<file path="src/rtl/cua_ram.sv">
// ----------------------------------------------------------------------------
// cua_ram
// generic single port ram with registered read
// ----------------------------------------------------------------------------
module cua_ram #(
  parameter int WIDTH = 8,
  parameter int DEPTH = 16
) (
  input  logic                     clk,
  input  logic                     we,
  input  logic [$clog2(DEPTH)-1:0] addr,
  input  logic [WIDTH-1:0]         wdata,
  output logic [WIDTH-1:0]         rdata
);
  logic [WIDTH-1:0] mem [DEPTH];
  always_ff @(posedge clk) begin
    if (we) begin
      mem[addr] <= wdata;
    end
    rdata <= mem[addr];
  end
endmodule

</file>
<file path="config.mk">
export PLATFORM = sky130hd
export DESIGN_NAME = cua_ram
export DESIGN_NICKNAME = d
export VERILOG_FILES = /design/src/rtl/cua_ram.sv
export SDC_FILE = /design/constraint.sdc
export NUM_CORES = 1
export LEC_CHECK = 0
export BUFFER_PORTS_ARGS = -buffer_cell sky130_fd_sc_hd__buf_2
export CORE_ASPECT_RATIO = 0.75
export CORE_MARGIN = 2
export CORE_UTILIZATION = 40
export DETAILED_ROUTE_END_ITERATION = 7
export REMOVE_ABC_BUFFERS = 1
export SLEW_MARGIN = 20
export SYNTH_ARGS = -nofsm -noshare
export SYNTH_HDL_FRONTEND = slang
export SYNTH_SLANG_ARGS = --single-unit
</file>
<file path="constraint.sdc">
create_clock -name clk -period 4.2 [get_ports clk]
set_clock_uncertainty 0.2 [all_clocks]
set_input_delay 0.42 -clock clk [delete_from_list [all_inputs] [get_ports clk]]
set_output_delay 0.42 -clock clk [all_outputs]
set_load 0.005 [all_outputs]
</file>
# After elaboration in Yosys (flattened, before gate mapping)
# Memories as Yosys holds them, arrays and structs flattened. A register that Yosys moved wholly into a read port is not among the register bits.
# Index checks and enable logic that the tools add are counted.
[totals]
mem_bits_ro = 0
mem_bits_rw = 128
inputBits = 14
elab_cells = 3
ff_bits = 0
mem_count = 1
latch_bits = 0
[op_classes]
reduce_logical = 0
n_mux = 2
addsub = 0
n_mul = 0
bitwise = 0
order_cmp = 0
div_mod_pow = 0
n_shift = 0
n_eq_ne = 0
[memory_table]
columns = ["name", "words", "width", "read_ports", "rd_ports_with_merged_regs", "wr", "line_no", "source"]
rows = [
  ["mem", 16, 8, 1, 1, 1, "15", "logic [WIDTH-1:0] mem [DEPTH];"],
]
[op_table]
columns = ["op", "n"]
rows = [
  ["$mux 1", 2],
]

# Depth between registers and ports, before layout
# Gate-level depths: netlist (run 1).
[depth]
word_depth = 2
depth_mapped = 5
mapped_depth_nobuf = 3

# Worst setup path before layout (run 1)
# Ideal clock, no wire load.
[synth_path]
kind = "input to register"
from = "input addr[2]"
to = "memory mem[0][0], enable pin"
path_buffers = 0
slack_ps = 2087
t_arrival_ps = 1530
stages = 2
path_cell_list = "or3b_2 -> nor3_1"
[synth_lines]
columns = ["item", "line_no", "source"]
rows = [
  ["from (decl)", "11", "input logic [$clog2(DEPTH)-1:0] addr,"],
  ["to (decl)", "15", ""],
]
# Straight into the memory's write port.

# Final worst setup path (run 1)
[layout_path]
from = "input addr[1]"
to = "memory mem[10][5], enable pin"
# Straight into the memory's write port.

==> results of run 1 <==
-- cell type report --
| class | count | area, sq um |
|---|---|---|
| multi-input cells | 83 | 1000 |
| clock buffers | 21 | 450 |
| clock inverters | 11 | 101 |
| repair buffers | 28 | 158 |
| well taps | 166 | 208 |
| fillers | 996 | 6380 |
| flip-flops and latches | 136 | 4000 |
-- state kept, by name, summed over array words and instances (netlist names) --
register	flops
mem	128
rdata	8
-- through the flow --
stage          hold slack, ps  setup WS, ps
6_report                  191          1840
3_3_place_gp              466          1440
5_1_grt                   186          1700
2_1_floorplan             319          2090
4_1_cts                   184          1840
3_5_place_dp              467          1400
-- synthesized netlist by cell type --
library cell / count / share of area
edfxtp_1: 128 / 0.76
mux4_2: 32 / 0.14
a22oi_1: 16 / 0.024
nor2_1: 13 / 0.0096
nand2_1: 9 / 0.0067
dfxtp_1: 8 / 0.032
buf_1: 4 / 0.0030
nor3_1: 4 / 0.0040
buf_2: 2 / 0.0020
buf_6: 2 / 0.0044
clkbuf_1: 2 / 0.0015
nand2b_1: 2 / 0.0025
nand3b_1: 2 / 0.0030
nor2b_1: 2 / 0.0025
and2_1: 1 / 0.0012
clkbuf_2: 1 / 0.00099
nand3_1: 1 / 0.00099
or3b_2: 1 / 0.0017
-- report_power, final --
| group | switching, uW | leakage (uW) | internal (uW) |
|---|---|---|---|
| sequential | 8.10 | 0.00122 | 1520 |
| combinational | 80.4 | 0.000431 | 55.6 |
| clock | 531 | 0.000259 | 827 |
| total | 619 | 0.00191 | 2400 |
-- worst max path at each step --
stage	from	slack (ps)	cells past startpoint	end
3_3_place_gp	addr[0]	1440	5	rdata[4]$_DFF_P_
6_report	addr[1]	1840	3	mem[10][5]$_DFFE_PP_
3_5_place_dp	addr[0]	1400	5	rdata[3]$_DFF_P_
5_1_grt	addr[1]	1700	3	mem[10][5]$_DFFE_PP_
4_1_cts	addr[0]	1840	5	rdata[3]$_DFF_P_
2_1_floorplan	addr[2]	2090	2	mem[0][0]$_DFFE_PP_
-- logic make-up after synthesis --
kind of cell | count (synthesis)
compound gates | 16
buf+inv | 11
simple gates | 35
mux | 32
flops | 136
-- metal layers --
metal	share of wire	track usage
met1	0.46	0.237
met2	0.45	0.232
met3	0.073	0.0571
met4	0.0088	0.0597
met5	0	0
==> flow_summary.ini, run 1 <==
[min_path]
min_path_cells = 1
worstHoldEndpoint = mem[0][0]$_DFFE_PP_
hp-class = primary input to register
min_from = wdata[0]

[sta]
min_period_ps = 2360
post-route-period-util = 0.561
hold_viol = 0
slew_viol_final = 0
rsz0062_at_grt = false
worstMarginPinSlew_ps = 1030
setup_tns_ps = 0
setup_viol = 0
slew_headroom = 0.309
fmaxAchievable_mhz = 424

[floorplanning]
fp.dieH_microns = 101
dieArea_sq_um = 13600
design.core.area_sq_um = 12300
ioPinCount = 22
row_count = 35
fp.dieW_microns = 134
start_util = 0.412

[placed_design]
port_buffers = 21
placed_cells = 413
placed_cell_area_sq_um = 5370
place_hpwl_microns = 6170
place.gp.congestion = 0.759

[cells_and_area]
layout_common_cells = edfxtp_1, mux4_2, buf_2
n_antenna_cell = 0
layout-drive-gt1-share = 0.323
final_common_cell = edfxtp_1
area.growth.synth_to_final_pct = 16.9
design_area_sq_um = 5920
nets = 280
instances_no_fill = 445
final_util = 0.481

[route]
drt_wl_total_microns = 9830
drt_iter0_drc = 198
viasPerCell = 5.24
drt_first_pass_iters = 4
route.detailed.drc = 0
wire_per_inst_microns = 22.1
ant_nets = 0
vias = 2330

[logic_synthesis]
synth_top_family_by_area = multiplexers
yosysUniqueCellTypes = 18
synth_cells = 230
yosysSeqAreaShare = 0.790
synth_fa_ha_area_frac = 0
synth_compound_area_frac = 0.0237
synth_area_per_cell_sq_um = 22.0
synth_xor_area_frac = 0
synth_warnings = 0
synth_mux_area_frac = 0.142
netlist_area_sq_um = 5070
synth_simple_gate_area_share = 0.0321
synth_seq_cells = 136

[worst_setup_path]
path_class = primary input to register
regToRegSetupSlack_ps = 2580
critPathRequiredTime_ps = 4030
end_kind = register
r2r_start = mem[2][5]$_DFFE_PP_
path_buf_inv = 1
cp_top_family = simple AND/OR/NAND/NOR gates
start_kind = primary input
crit_path_cell_trace = buf_2 -> nand2b_1 -> nor2_1
crit_path_top_delay_cell = nor2_1
arrival_ps = 2190
path_max_fanout = 39
rr_endpoint = rdata[5]$_DFF_P_
max_stage_delay_ps = 770
reg2regPathDepth = 3

[grt]
grt_pass1_vias = 2426
grt_pass1_wl_microns = 15300
grt.overflow.total = 0
antenna_found_initial = 0
grt_max_degree = 40
track_usage = 0.164

[power_and_ir_drop]
power_density_nw_per_um2 = 510
p_leak_uw = 0.00191
ir_drop_mv = 0.305
total_power_uw = 3020

[cts]
cts_buffers = 17
clk_latency_ps = 410
cts_max_level = 4
cts_resized = 0
cts_root_buf = clkbuf_16
ctsHoldBuffers = 0
cts.sinks = 136
cts_buffer_depth = 2
cts_tree = built
cts_setup_buffers = 0
cts.reportedPaths.clkPinSlew_ps = 60

[run]
drv.max_cap_violation_count = 0

[outcome]
status = complete, no violations
Note: power is estimated with default switching activity, not from simulation.
==> inputs of run 2 (changes only) <==
==> constraint.sdc (replaced) <==
create_clock -name clk -period 2.3 [get_ports clk]
set_clock_uncertainty 0.2 [all_clocks]
set_input_delay 0.23 -clock clk [delete_from_list [all_inputs] [get_ports clk]]
set_output_delay 0.23 -clock clk [all_outputs]
set_load 0.005 [all_outputs]
==> flow_summary.ini, run 2 (same netlist as run 1, synthesis figures left out) <==
[cts]
cts_resized = 0
cts_max_level = 4
clk_latency_ps = 410
cts_setup_buffers = 0
cts.sinks = 136
ctsHoldBuffers = 0
cts_tree = built
cts_root_buf = clkbuf_16
cts_buffers = 17
cts_buffer_depth = 2
cts.reportedPaths.clkPinSlew_ps = 60

[route]
viasPerCell = 5.18
route.detailed.drc = 0
wl_met1_microns = 4840
drt_wl_total_microns = 10100
top_layer = met4
vias = 2425
ant_nets = 0
drt_iter0_drc = 213
met3_length_microns = 672
drt_first_pass_iters = 4
met2_length_microns = 4430
wire_per_inst_microns = 21.5

[placed_design]
port_buffers = 21
place_hpwl_microns = 6700
place.gp.congestion = 0.775
placed_cells = 437
placed_cell_area_sq_um = 5580

[worst_setup_path]
rr_endpoint = rdata[0]$_DFF_P_
path_max_fanout = 1
cp_top_family = multiplexers
reg2regPathDepth = 3
regToRegSetupSlack_ps = 770
r2r_start = mem[6][0]$_DFFE_PP_
cp_num_cells = 3
path_buf_inv = 0
start_kind = register
end_kind = register
crit_path_top_delay_cell = mux4_2
crit_path_cell_trace = mux4_2 -> a22oi_1 -> nand2_1
path_class = register to register
arrival_ps = 1620
max_stage_delay_ps = 530
critPathRequiredTime_ps = 2390

[sta]
whs_ps = 24.4
setup_viol = 0
fmaxAchievable_mhz = 652
hold_viol = 0
slew_viol_final = 0
worstMarginPinSlew_ps = 439
min_period_ps = 1530
rsz0062_at_grt = false
slew_headroom = 0.707
post-route-period-util = 0.667
setup_tns_ps = 0

[floorplanning]
fp.dieH_microns = 101
dieArea_sq_um = 13600
design.core.area_sq_um = 12300
fp.dieW_microns = 134
row_count = 35
ioPinCount = 22
start_util = 0.412

[cells_and_area]
top_regs = mem (128), rdata (8)
largest_reg_flops = 128
design_area_sq_um = 6140
layout-drive-gt1-share = 0.361
final_common_cell = edfxtp_1
layout_common_cells = edfxtp_1, mux4_2, buf_4
n_antenna_cell = 0
nets = 304
instances_no_fill = 468
largest-register = mem
area.growth.synth_to_final_pct = 21.3

[grt]
grt.overflow.total = 0
track_usage = 0.164
grt_pass1_wl_microns = 15400
antenna_found_initial = 0
grt_pass1_vias = 2440
grt_max_degree = 27

[power_and_ir_drop]
p_leak_uw = 0.00206
total_power_uw = 5660
ir_drop_mv = 0.578
power_density_nw_per_um2 = 921

[min_path]
min_from = wdata[3]
min_path_cells = 1
worstHoldEndpoint = mem[11][3]$_DFFE_PP_
hp-class = primary input to register

[outcome]
status = complete, no violations

[run]
drv.max_cap_violation_count = 0
-- run 2: cell types whose count changed in the layout (fill, tap and decap cells not counted), sizes merged --
cell / previous run / this run
buf: 28 / 52
clkinv: 6 / 7
clkbuf: 21 / 19
clkinvlp: 4 / 2
bufinv: 1 / 3
-- run 2: final cells by class --
type | count | area [sq um]
clock buffer | 19 | 433
clock inverter | 12 | 134
fill | 979 | 6160
multi-input combinational | 83 | 1000
sequential | 136 | 4000
tap | 166 | 208
timing repair buffer | 52 | 363
-- run 2: power by group --
group	leakage, uW	internal (uW)	switching (uW)
clock network	0.000270	1670	926
logic	0.000566	119	153
registers	0.00122	2770	14.6
total	0.00206	4560	1090
-- run 2: worst max path at each step --
stage | start | end | slack, ps
finish | mem[6][0]$_DFFE_PP_ | rdata[0]$_DFF_P_ | 770
global route | mem[6][0]$_DFFE_PP_ | rdata[0]$_DFF_P_ | 700
CTS | mem[4][2]$_DFFE_PP_ | rdata[2]$_DFF_P_ | 740
detailed placement | addr[0] | rdata[2]$_DFF_P_ | 350
global placement | addr[0] | rdata[2]$_DFF_P_ | 370
floorplan | addr[2] | mem[0][0]$_DFFE_PP_ | 380
-- run 2: stage by stage --
stage                     setup WS (ps)  utilization
after floorplan                     377            -
after global placement              372        0.453
after detailed placement            352        0.453
after CTS                           738        0.499
after global routing                703        0.499
final                               766        0.499
-- run 2: metal layers --
layer | up-vias | track usage
met1 | 1253 | 0.247
met3 | 9 | 0.0531
li1 | 1080 | -
met2 | 83 | 0.222
met4 | 0 | 0.0622
met5 | - | 0
-- run 2: worst register-to-register path, stage by stage, from the launching register on --
cell      delay (ps)
edfxtp_1         360
mux4_2           530
a22oi_1          220
nand2_1          100
